File: config.mk
export PLATFORM = sky130hd
export DESIGN_NAME = dns_a_record_rewriter
export DESIGN_NICKNAME = d
export VERILOG_FILES = /design/src/hw/rtl/dnsrw_pkg.sv /design/src/hw/rtl/dnsrw_front.sv /design/src/hw/rtl/dnsrw_queue.sv /design/src/hw/rtl/dnsrw_back.sv /design/src/hw/rtl/dns_a_record_rewriter.sv
export SDC_FILE = /design/constraint.sdc
export NUM_CORES = 1
export LEC_CHECK = 0
export BUFFER_PORTS_ARGS = -buffer_cell sky130_fd_sc_hd__buf_4
export CAP_MARGIN = 20
export CORE_MARGIN = 3
export CORE_UTILIZATION = 30
export DETAILED_ROUTE_END_ITERATION = 8
export PLACE_DENSITY_LB_ADDON = 0.08
export SKIP_LAST_GASP = 1
export SYNTH_ARGS = -nofsm -noshare
export SYNTH_HDL_FRONTEND = slang
export SYNTH_SLANG_ARGS = --single-unit
export TNS_END_PERCENT = 100
File: constraint.sdc
create_clock -name clk -period 35.3 [get_ports clk]
set_input_delay 0 -clock clk [delete_from_list [all_inputs] [get_ports clk]]
set_output_delay 0 -clock clk [all_outputs]
set_load 0.05 [all_outputs]
File: src/hw/rtl/dnsrw_pkg.sv
// ----------------------------------------------------------------------
// dnsrw_pkg
// Shared types and constants of the DNS A record rewriter.
// ----------------------------------------------------------------------
package dnsrw_pkg;
  localparam logic [7:0] UdpProtocol = 8'h11;
  localparam logic [15:0] WordMask = 16'hffff;
  localparam int unsigned DnsHeaderEnd = 8 + 12;
  localparam int unsigned QDepth = 4;
  localparam int unsigned QAw = 2;

  typedef enum logic [3:0] {
    PH_IPHDR, PH_QLEN, PH_QLABEL, PH_QTAIL, PH_ANS, PH_ADATA, PH_SKIP, PH_DONE,
    PH_OVER
  } phase_t;

  // Classified word from the front end to the back end
  typedef struct packed {
    logic [7:0] data;
    logic       last;
    logic       sum_ip;   // byte belongs to the pseudo-header addresses
    logic       sum_udp;  // byte belongs to the summed segment
    logic       odd;      // low byte of a 16-bit word
    logic [15:0] seg_len; // UDP length, valid on last
  } word_t;
endpackage

File: src/hw/rtl/dnsrw_front.sv
// ----------------------------------------------------------------------
// dnsrw_front
// Byte parser: tracks the packet layout, rewrites bytes, tags summing.
// ----------------------------------------------------------------------
module dnsrw_front (
  input  logic                clk,
  input  logic                rst_n,
  input  logic                in_valid,
  input  logic [7:0]          in_byte,
  input  logic                in_end,
  input  logic [31:0]         redirect,
  output dnsrw_pkg::word_t    word_out
);
  logic [15:0] pos_r, pos_nxt;
  logic [3:0]  hw_r, hw_nxt;
  dnsrw_pkg::phase_t ph_r, ph_nxt;
  logic [7:0]  lab_r, lab_nxt;
  logic [15:0] ans_r, ans_nxt;
  logic [3:0]  rfp_r, rfp_nxt;
  logic [15:0] kind_r, kind_nxt;
  logic [15:0] skip_r, skip_nxt;
  logic [7:0]  hold_r, hold_nxt;
  logic [15:0] seg_r, seg_nxt;
  logic [3:0]  ihl, hw_cur;
  logic [5:0]  hlen;
  logic [15:0] u, ans_dec;
  logic        in_udp;
  logic [7:0]  ob;

  assign ihl    = in_byte[3:0];
  assign hw_cur = (pos_r == 16'd0) ? ((ihl < 4'd5) ? 4'd5 : ihl) : hw_r;
  assign hlen   = {hw_cur, 2'b00};
  assign in_udp = pos_r >= {10'd0, hlen};
  assign u      = pos_r - {10'd0, hlen};
  assign ans_dec = ans_r - 16'd1;

  // Parse one byte
  always_comb begin
    pos_nxt = pos_r; hw_nxt = hw_cur; ph_nxt = ph_r; lab_nxt = lab_r;
    ans_nxt = ans_r; rfp_nxt = rfp_r; kind_nxt = kind_r; skip_nxt = skip_r;
    hold_nxt = hold_r; seg_nxt = seg_r; ob = in_byte;
    word_out = '0;
    if (ph_r != dnsrw_pkg::PH_OVER) begin
      unique case (ph_r)
        dnsrw_pkg::PH_IPHDR: begin
          if (in_udp) begin
            if (u == 16'd4 || u == 16'd14) hold_nxt = in_byte;
            else if (u == 16'd5) seg_nxt = {hold_r, in_byte};
            else if (u == 16'd6 || u == 16'd7) ob = 8'd0;
            else if (u == 16'd15) ans_nxt = {hold_r, in_byte};
            if (u == 16'(dnsrw_pkg::DnsHeaderEnd - 1)) ph_nxt = dnsrw_pkg::PH_QLEN;
          end
        end
        dnsrw_pkg::PH_QLEN: begin
          if (in_byte == 8'd0) begin
            rfp_nxt = 4'd0; ph_nxt = dnsrw_pkg::PH_QTAIL;
          end else begin
            lab_nxt = in_byte; ph_nxt = dnsrw_pkg::PH_QLABEL;
          end
        end
        dnsrw_pkg::PH_QLABEL: begin
          lab_nxt = lab_r - 8'd1;
          if (lab_r == 8'd1) ph_nxt = dnsrw_pkg::PH_QLEN;
        end
        dnsrw_pkg::PH_QTAIL: begin
          if (rfp_r == 4'd3) begin
            rfp_nxt = 4'd0;
            ph_nxt = (ans_r == 16'd0) ? dnsrw_pkg::PH_DONE : dnsrw_pkg::PH_ANS;
          end else rfp_nxt = rfp_r + 4'd1;
        end
        dnsrw_pkg::PH_ANS: begin
          if (rfp_r == 4'd2 || rfp_r == 4'd10) hold_nxt = in_byte;
          else if (rfp_r == 4'd3) kind_nxt = {hold_r, in_byte};
          if (rfp_r == 4'd11) begin
            rfp_nxt = 4'd0;
            if (kind_r == 16'd1) ph_nxt = dnsrw_pkg::PH_ADATA;
            else begin
              skip_nxt = {hold_r, in_byte};
              if ({hold_r, in_byte} == 16'd0) begin
                ans_nxt = ans_dec;
                ph_nxt = (ans_dec == 16'd0) ? dnsrw_pkg::PH_DONE : dnsrw_pkg::PH_ANS;
              end else ph_nxt = dnsrw_pkg::PH_SKIP;
            end
          end else rfp_nxt = rfp_r + 4'd1;
        end
        dnsrw_pkg::PH_ADATA: begin
          case (rfp_r[1:0])
            2'd0: ob = redirect[31:24];
            2'd1: ob = redirect[23:16];
            2'd2: ob = redirect[15:8];
            default: ob = redirect[7:0];
          endcase
          if (rfp_r >= 4'd3) begin
            ans_nxt = ans_dec; rfp_nxt = 4'd0;
            ph_nxt = (ans_dec == 16'd0) ? dnsrw_pkg::PH_DONE : dnsrw_pkg::PH_ANS;
          end else rfp_nxt = rfp_r + 4'd1;
        end
        dnsrw_pkg::PH_SKIP: begin
          skip_nxt = skip_r - 16'd1;
          if (skip_r == 16'd1) begin
            ans_nxt = ans_dec; rfp_nxt = 4'd0;
            ph_nxt = (ans_dec == 16'd0) ? dnsrw_pkg::PH_DONE : dnsrw_pkg::PH_ANS;
          end
        end
        default: ;
      endcase
      word_out.sum_ip  = pos_r >= 16'd12 && pos_r < 16'd20;
      word_out.sum_udp = in_udp && (u < 16'd8 || u < seg_nxt);
      if (pos_r == dnsrw_pkg::WordMask) ph_nxt = dnsrw_pkg::PH_OVER;
      else pos_nxt = pos_r + 16'd1;
    end
    word_out.data    = ob;
    word_out.last    = in_end;
    word_out.odd     = u[0];
    word_out.seg_len = seg_nxt;
  end

  // Advance state; clear at packet end
  always_ff @(posedge clk) begin
    if (!rst_n || (in_valid && in_end)) begin
      pos_r <= '0; hw_r <= '0; ph_r <= dnsrw_pkg::PH_IPHDR; lab_r <= '0;
      ans_r <= '0; rfp_r <= '0; kind_r <= '0; skip_r <= '0; hold_r <= '0;
      seg_r <= '0;
    end else if (in_valid) begin
      pos_r <= pos_nxt; hw_r <= hw_nxt; ph_r <= ph_nxt; lab_r <= lab_nxt;
      ans_r <= ans_nxt; rfp_r <= rfp_nxt; kind_r <= kind_nxt; skip_r <= skip_nxt;
      hold_r <= hold_nxt; seg_r <= seg_nxt;
    end
  end
endmodule

File: src/hw/rtl/dnsrw_queue.sv
// ----------------------------------------------------------------------
// dnsrw_queue
// Short word queue between the parser and the checksum back end.
// ----------------------------------------------------------------------
module dnsrw_queue (
  input  logic             clk,
  input  logic             rst_n,
  input  logic             push,
  input  dnsrw_pkg::word_t push_word,
  output logic             full,
  input  logic             pop,
  output logic             empty,
  output dnsrw_pkg::word_t pop_word
);
  dnsrw_pkg::word_t mem_r [dnsrw_pkg::QDepth];
  logic [dnsrw_pkg::QAw-1:0] wp_r, rp_r;
  logic [dnsrw_pkg::QAw:0]   cnt_r;
  logic do_push, do_pop;

  assign full     = cnt_r == (dnsrw_pkg::QAw+1)'(dnsrw_pkg::QDepth);
  assign empty    = cnt_r == '0;
  assign do_push  = push && !full;
  assign do_pop   = pop && !empty;
  assign pop_word = mem_r[rp_r];

  // Store word
  always_ff @(posedge clk) begin
    if (do_push) mem_r[wp_r] <= push_word;
  end

  // Advance pointers
  always_ff @(posedge clk) begin
    if (!rst_n) begin
      wp_r <= '0; rp_r <= '0; cnt_r <= '0;
    end else begin
      if (do_push) wp_r <= wp_r + 1'b1;
      if (do_pop)  rp_r <= rp_r + 1'b1;
      cnt_r <= cnt_r + (dnsrw_pkg::QAw+1)'(do_push) - (dnsrw_pkg::QAw+1)'(do_pop);
    end
  end
endmodule

File: src/hw/rtl/dnsrw_back.sv
// ----------------------------------------------------------------------
// dnsrw_back
// Checksum accumulator and output register stage.
// ----------------------------------------------------------------------
module dnsrw_back (
  input  logic             clk,
  input  logic             rst_n,
  input  logic             q_empty,
  input  dnsrw_pkg::word_t q_word,
  output logic             q_pop,
  output logic             out_empty,
  input  logic             out_pop,
  output logic [7:0]       out_byte,
  output logic             out_end,
  output logic [15:0]      new_udp_checksum
);
  logic [31:0] acc_r, acc_add, s0, s1, s2;
  logic [15:0] chk;
  logic        v_r;

  assign q_pop = !q_empty && (!v_r || out_pop);
  // Word weight: high byte on even offsets
  always_comb begin
    acc_add = acc_r;
    if (q_word.sum_ip)
      acc_add = acc_add + (q_word.odd ? {24'd0, q_word.data} : {16'd0, q_word.data, 8'd0});
    if (q_word.sum_udp)
      acc_add = acc_add + (q_word.odd ? {24'd0, q_word.data} : {16'd0, q_word.data, 8'd0});
    s0 = acc_add + {24'd0, dnsrw_pkg::UdpProtocol} + {16'd0, q_word.seg_len};
    s1 = {16'd0, s0[31:16]} + {16'd0, s0[15:0]};
    s2 = s1 + {16'd0, s1[31:16]};
    chk = ~s2[15:0];
    if (chk == 16'd0) chk = dnsrw_pkg::WordMask;
  end

  // Accumulate and register the result word
  always_ff @(posedge clk) begin
    if (!rst_n) begin
      v_r <= 1'b0; acc_r <= '0;
    end else begin
      if (out_pop && v_r && !q_pop) v_r <= 1'b0;
      if (q_pop) begin
        v_r <= 1'b1;
        acc_r <= q_word.last ? 32'd0 : acc_add;
      end
    end
  end
  always_ff @(posedge clk) begin
    if (q_pop) begin
      out_byte <= q_word.data;
      out_end  <= q_word.last;
      new_udp_checksum <= q_word.last ? chk : 16'd0;
    end
  end
  assign out_empty = !v_r;
endmodule

File: src/hw/rtl/dns_a_record_rewriter.sv
// ----------------------------------------------------------------------
// dns_a_record_rewriter
// Rewrites DNS A record data in an IPv4/UDP response, recomputes the UDP
// checksum. Takes one byte a cycle while not full (push/full), delivers
// one byte a cycle while not empty (empty/pop); a byte is rewritten in the
// parser the cycle it is pushed, passes a four-word queue and then the
// output register. The checksum comes with the final byte.
// ----------------------------------------------------------------------
module dns_a_record_rewriter (
  input  logic        clk,
  input  logic        rst_n,
  input  logic        push,
  output logic        full,
  input  logic [7:0]  in_packet_byte,
  input  logic        in_packet_end,
  output logic        empty,
  input  logic        pop,
  output logic [7:0]  out_byte,
  output logic        out_end,
  output logic [15:0] out_new_udp_checksum,
  input  logic        cfg_valid,
  output logic        cfg_ready,
  input  logic [31:0] cfg_redirect_address
);
  logic [31:0] redirect_r;
  dnsrw_pkg::word_t fw, qw;
  logic q_full, q_empty, q_pop, acc;

  assign cfg_ready = 1'b1;
  assign full = q_full;
  assign acc  = push && !q_full;

  // Hold redirect register
  always_ff @(posedge clk) begin
    if (!rst_n) redirect_r <= '0;
    else if (cfg_valid) redirect_r <= cfg_redirect_address;
  end

  dnsrw_front u_front (.clk, .rst_n, .in_valid(acc), .in_byte(in_packet_byte),
    .in_end(in_packet_end), .redirect(redirect_r), .word_out(fw));
  dnsrw_queue u_queue (.clk, .rst_n, .push(acc), .push_word(fw), .full(q_full),
    .pop(q_pop), .empty(q_empty), .pop_word(qw));
  dnsrw_back u_back (.clk, .rst_n, .q_empty, .q_word(qw), .q_pop, .out_empty(empty),
    .out_pop(pop), .out_byte, .out_end, .new_udp_checksum(out_new_udp_checksum));
endmodule

== Word level (Yosys, flattened, before mapping) ==
Memory sizes are Yosys's and may differ from the RTL's. A register that Yosys moved wholly into a read port is not among the register bits.
Index checks and enable logic that the tools add are counted.
Cells by class
  reductions and logical operators: 44
  div/mod/pow operators: 0
  magnitude comparators: 7
  bitwise logic cells: 3
  muxes and demuxes: 67
  $add $sub $neg: 16
  equal/unequal tests: 46
  shift operators: 0
  $mul: 0
Operator list (count)
  two-way mux 16 bit: 20
  two-way mux 32 bit: 3
  logical NOT 16 bit: 5
  two-way mux 8 bit: 9
  two-way mux 4 bit: 17
  adder 32 x 16 -> 32 bit: 2
  == test 16 x 3 -> 1 bit (second input constant): 4
  case mux 16 bit (4 select lines): 1
  case mux 8 bit (2 select lines): 3
  adder 32 bit: 1
  adder 32 x 5 -> 32 bit (second input constant): 1
  == test 16 x 1 -> 1 bit (second input constant): 2
  == test 16 x 4 -> 1 bit (second input constant): 2
  case mux 16 bit (2 select lines): 1
  subtractor 16 x 1 -> 16 bit (second input constant): 2
  case mux 4 bit (7 select lines): 1
  case mux 8 bit (3 select lines): 1
  != test 3 x 1 -> 1 bit (second input constant): 7
  case mux 4 bit (5 select lines): 1
  != test 2 x 1 -> 1 bit (second input constant): 9
  adder 16 x 16 -> 17 bit: 1
  adder 16 x 1 -> 16 bit: 1
  adder 16 x 1 -> 16 bit (second input constant): 1
  == test 16 bit (second input constant): 1
  other kinds (45): 87
Storage, ports and cells
  output and inout bits: 28
  memories kept: 1
  flip-flop bits (word level): 205
  bits of input ports: 46
  memory bits (read-only): 0
  bits in latches: 0
  memory bits (writable): 112
  word-level logic and storage cells: 203
Memory list
  u_queue.mem_r: words 4, bits a word 28, read ports 1, clocked after memory_dff 1, wr ports 1, line dnsrw_queue.sv:15  | dnsrw_pkg::word_t mem_r [dnsrw_pkg::QDepth];

== Depth between registers and ports, before layout ==
  word-level depth: 14
  depth in mapped cells: 64
  mapped depth without buffers: 57

== Hierarchy ==
From an unflattened synthesis, not the netlist that was laid out.
Second synthesis, totals
  cells, all modules: 2389
  area total of the unflattened synthesis: 21563.2 µm²
By module, submodules not included
  dnsrw_back: sequential area each 1411.4 µm², area an instance 7887.6 µm², cells an instance 1009, times used 1
  dnsrw_front: sequential area each 2162.1 µm², area an instance 7842.5 µm², cells an instance 1078, times used 1
  dnsrw_queue: sequential area each 3543.4 µm², area an instance 4571.9 µm², cells an instance 196, times used 1
  dns_a_record_rewriter: sequential area each 640.6 µm², area an instance 1261.2 µm², cells an instance 106, times used 1

== Least setup slack after synthesis ==
OpenSTA, ideal clock, no wires.
  path type: register to register
  start point: register (tool-made name)
  end point: register u_back.new_udp_checksum[10], data pin
  data arrival time: 11391 ps
  buffers on the path: 7
  clock period less this slack: 11543 ps
  data required time: 35148 ps
  stages on the path, launching flop included: 63
  library setup time: 152 ps
  slack: 23757 ps
  cell sequence: dfxtp_1 -> buf_6 -> mux4_2 -> buf_2 -> buf_6 -> clkbuf_1 -> clkbuf_1 -> and2_1 -> ha_1 -> ha_1 -> a31oi_1 -> o32a_2 -> a211oi_1 -> nor2_1 -> a31oi_1 -> xnor2_1 -> o21ai_0 -> ha_1 -> [... 27 more ...] -> a21oi_1 -> o21ai_0 -> a21oi_1 -> nor2_1 -> o21ai_0 -> nand2b_1 -> a21o_1 -> ha_1 -> ha_1 -> nand3_1 -> xor2_1 -> nor4_1 -> and3_1 -> nand4_1 -> a2111oi_0 -> nand4_1 -> clkbuf_1 -> o21ai_0
RTL lines
  to (signal assigned): line dnsrw_back.sv:52  | new_udp_checksum <= q_word.last ? chk : 16'd0;
  to (decl): line dnsrw_back.sv:15  | output logic [15:0] new_udp_checksum

==> metrics.md <==
| Metric | Value |
|---|---|
| Status | `completed` |
| Slew @ Worst Pin | `1.00 ns` |
| Vias | `16.9k` |
| Met3 GRT Util | `2.22%` |
| First-pass GRT wire length | `99.0 mm` |
| Antenna Nets Post-Route | `0` |
| Later-pin clock latency in the skew report | `0.57 ns` |
| WL final | `63.2 mm` |
| Die H | `267 um` |
| Int Power | `1320 uW` |
| Worst-path clk slew | `0.06 ns` |
| GRT Residual Overflow | `0` |
| WP data required | `between 30 and 40 ns` |
| Vias in the first global route | `16.8k` |
| Max_cap viols | `0` |
| Initial Util | `between 30% and 40%` |
| Number of top-level design ports | `74` |
| Post-DR wirelength/cell | `19.6 um` |
| Leakage power | `approximately 0.0090 uW` |
| Avg Inst Size Synth | `9.15 um2` |
| Max Clk Rate | `75.1 MHz` |
| Number of synthesized register bits | `319` |
| Setup Crit Path Kind | `flop to flop` |
| CP Capture Type | `flop` |
| Setup Skew | `a little over 0.02 ns` |
| Post-Synthesis Cells | `2,239` |
| Initial antenna violation count | `1` |
| RSZ-0062 raised after global routing | `no` |
| Number of synthesized flops with an enable pin | `~140` |
| Register area | `7760 um2` |
| Grt met1 use | `22.6%` |
| Fin cells | `3,217` |
| # DRC | `0` |
| Synth Warn # | `0` |
| Gate power share | `a little under two thirds` |
| Placed inst area | `21,800 um2` |
| Clock Path Buffers | `3` |
| Startpoint types | `flop` |
| Largest net degree at the start of global routing | `75` |
| GRT Total Usage | `about 18%` |
| CTS Buf Count | `40` |
| X dimension of the die | `around 270 um` |
| Num rows | `95` |
| Setup TNS Final | `0 ns` |
| Sw power | `1230 uW` |
| Slew HR | `32.8%` |
| N_diodes | `0` |
| Sequential area share after synthesis | `a little under two fifths` |
| Via density | `5.26` |
| Sequential share of power | `19.2%` |
| Post-Synthesis Cell Area | `about 20,000 um2` |
| Worst hold path class | `input port to flop` |
| Area Overhead vs Synth | `16.4%` |
| CORE AREA | `67,400 um2` |
| Primary FF master, synth | `dfxtp_1` |
| CP Max Fanout | `41` |
| Max stage delay on crit path | `0.93 ns` |
| CTS tree | `yes` |
| Crit path time final | `between 10 and 15 ns` |
| GRT Max-Usage Layer | `met2` |
| Yosys cell types | `between 100 and 150` |
| Net Sw Frac | `48.4%` |
| Top cell by count, worst path | `a21oi_1` |
| Pwr dens | `107 nW/um2` |
| Max Slew Vio Count | `0` |
| Number of fill cells | `6,867` |
| Met2 Usage GRT | `30.7%` |
| Syn_nets | `2,401` |
| Period utilisation layout | `between 30 and 40%` |
| Final number of hold-violating endpoints | `0` |
| CP max-delay cell | `mux4_2` |
| Worst-case vdd ir drop | `0.0626 mV` |
| Clk root buf | `clkbuf_16` |
| First DRT Iteration DRCs | `988` |
| TritonRoute pass-1 iters | `5` |
| IO buf count | `72` |
| Finished layout cell area | `23,800 um2` |
| # resized after CTS | `0` |
| Worst Path Arrival | `13.69 ns` |
| Layout Nets | `roughly 2.5k` |
| Async set or reset register ratio after synthesis | `0%` |
| Clock power share | `17.2%` |
| # H-tree levels | `2` |
| RePlAce Congestion | `roughly 0.83` |
| Placed Cells | `3,075` |
| Share of layout cells above drive strength 1 | `9.51%` |
| Die area | `71,500 um2` |
| Hpwl dp | `45.4 mm` |
| Multi-input logic area | `11,800 um2` |
| Setup violations, final | `0` |
| # clock sinks | `between 300 and 400` |
==> synthesized netlist by cell type (all sizes together) (10+ instances only) <==
| cell | count | share of area, % |
|---|---|---|
| nor2 | 193 | 3.5 |
| nand2 | 189 | 3.5 |
| dfxtp | 182 | 18 |
| edfxtp | 137 | 20 |
| a21oi | 133 | 3.4 |
| o21ai | 129 | 3.2 |
| ha | 112 | 6.8 |
| clkbuf | 106 | 1.9 |
| xnor2 | 103 | 4.4 |
| inv | 98 | 1.8 |
| mux2i | 83 | 4.1 |
| nor2b | 82 | 2.5 |
| nor3 | 58 | 1.4 |
| nand3 | 46 | 1.1 |
| xor2 | 43 | 1.8 |
| a22oi | 40 | 1.5 |
| and2 | 40 | 1.2 |
| a211oi | 33 | 1.2 |
| a21o | 33 | 1.2 |
| nand4 | 28 | 0.93 |
| mux4 | 27 | 3.0 |
| nor4 | 26 | 0.86 |
| a31oi | 23 | 0.70 |
| buf | 22 | 0.67 |
| and3 | 18 | 0.57 |
| nand2b | 18 | 0.55 |
| o21bai | 17 | 0.64 |
| o211ai | 16 | 0.59 |
| o21a | 15 | 0.59 |
| o31ai | 12 | 0.44 |
| a22o | 11 | 0.47 |
| or3 | 11 | 0.34 |
| a21boi | 10 | 0.37 |
==> power groups by stage <==
stage | clock, uW | combinational (uW) | sequential (uW)
floorplan | 0 | 1120 | 536
global placement | 0 | 1630 | 496
detailed placement | 0 | 1630 | 498
CTS | 455 | 1640 | 490
global route | 469 | 1800 | 495
finish | 439 | 1620 | 489
==> state kept, by name, summed over array words and instances (netlist names), 2 cells and up, named ones only <==
name and cells:
u_front.pos_r 16, u_queue.mem_r 112, u_front.hold_r 8, redirect_r 32
u_front.skip_r 16, u_front.ans_r 16, u_back.out_byte 8, u_queue.wp_r 2
u_front.ph_r 4, u_front.kind_r 16, u_front.hw_r 4, u_back.new_udp_checksum 16
u_queue.cnt_r 3, u_front.lab_r 8, u_front.seg_r 16, u_queue.rp_r 2
u_back.acc_r 32, u_front.rfp_r 4
==> layout make-up <==
cell class                      count  share of cell area, %
Timing Repair Buffer              160                   5.76
Sequential cell                   319                   32.5
Inverter                           99                   1.56
Clock inverter                     19                   1.30
Multi-Input combinational cell   1693                   49.7
Tap cell                          873                   4.58
Clock buffer                       54                   4.55
==> cell families after synthesis <==
| kind of cell | synth area share [%] |
|---|---|
| XOR/XNOR | 6.28 |
| AND/OR/NAND/NOR | 18.1 |
| other | 0.0183 |
| flip-flops | 37.9 |
| buffers and inverters | 4.43 |
| adder cells (fa/ha/maj) | 7.38 |
| AO/OA/AOI/OAI | 18.6 |
| multiplexers | 7.30 |
==> worst max-delay path, delay by kind of cell (launching register included) <==
family	cells	cell delay (ns)
buffers and inverters	1	0.51
XOR/XNOR	4	0.53
multiplexers	1	0.93
flip-flops	1	0.31
AO/OA/AOI/OAI	27	6.42
adder cells (fa/ha/maj)	8	2.51
AND/OR/NAND/NOR	11	1.90
==> through the flow <==
step                      hold slack, ns  setup slack [ns]  utilization (%)  total power [uW]
after floorplan                   0.0989             23.76                -              1660
after global placement             0.226             22.12             32.3              2130
after detailed placement           0.234             22.02             32.3              2120
after CTS                      0.0000211             21.94             35.4              2590
after global routing              0.0507             20.70             35.4              2770
final                             0.0454             21.98             35.4              2550
==> layer usage <==
| metal | up-vias | wire length [um] |
|---|---|---|
| met4 | 0 | 2120 |
| met3 | 91 | 2260 |
| met1 | 8188 | 28200 |
| li1 | 8323 | - |
| met2 | 325 | 30600 |
| met5 | - | 0 |
==> cells in the final DEF (no fill, tap or decap), types with 32 or more instances in the layout <==
master         count
xor2_1            43
edfxtp_1         137
clkbuf_16         40
inv_1             98
ha_1             112
buf_4             91
nand2_1          188
nor3_1            58
nor2_1           191
o21ai_0          119
xnor2_1          102
mux2i_1           83
nor2b_1           82
nand3_1           46
a21o_1            33
dfxtp_1          181
a211oi_1          32
a22oi_1           40
dlygate4sd3_1     69
and2_1            40
a21oi_1          131
==> worst paths after layout <==
check | slack, ns | start | endpoint | cells after the start
max | 21.98 | flop | u_back.new_udp_checksum[8] | 52
min | 0.05 | rst_n | u_queue.wp_r[1] | 2
max reg2reg | 21.98 | flop | u_back.new_udp_checksum[8] | 52
min reg2reg | 0.46 | u_front.hw_r[0] | u_front.hw_r[0] | 2
==> repair_timing <==
action | in CTS | in global routing
hold buffers | 69 | 0
hold endpoints to repair | 78 | 0
buffers inserted | 0 | 0
(Power assumes the default switching activity.)
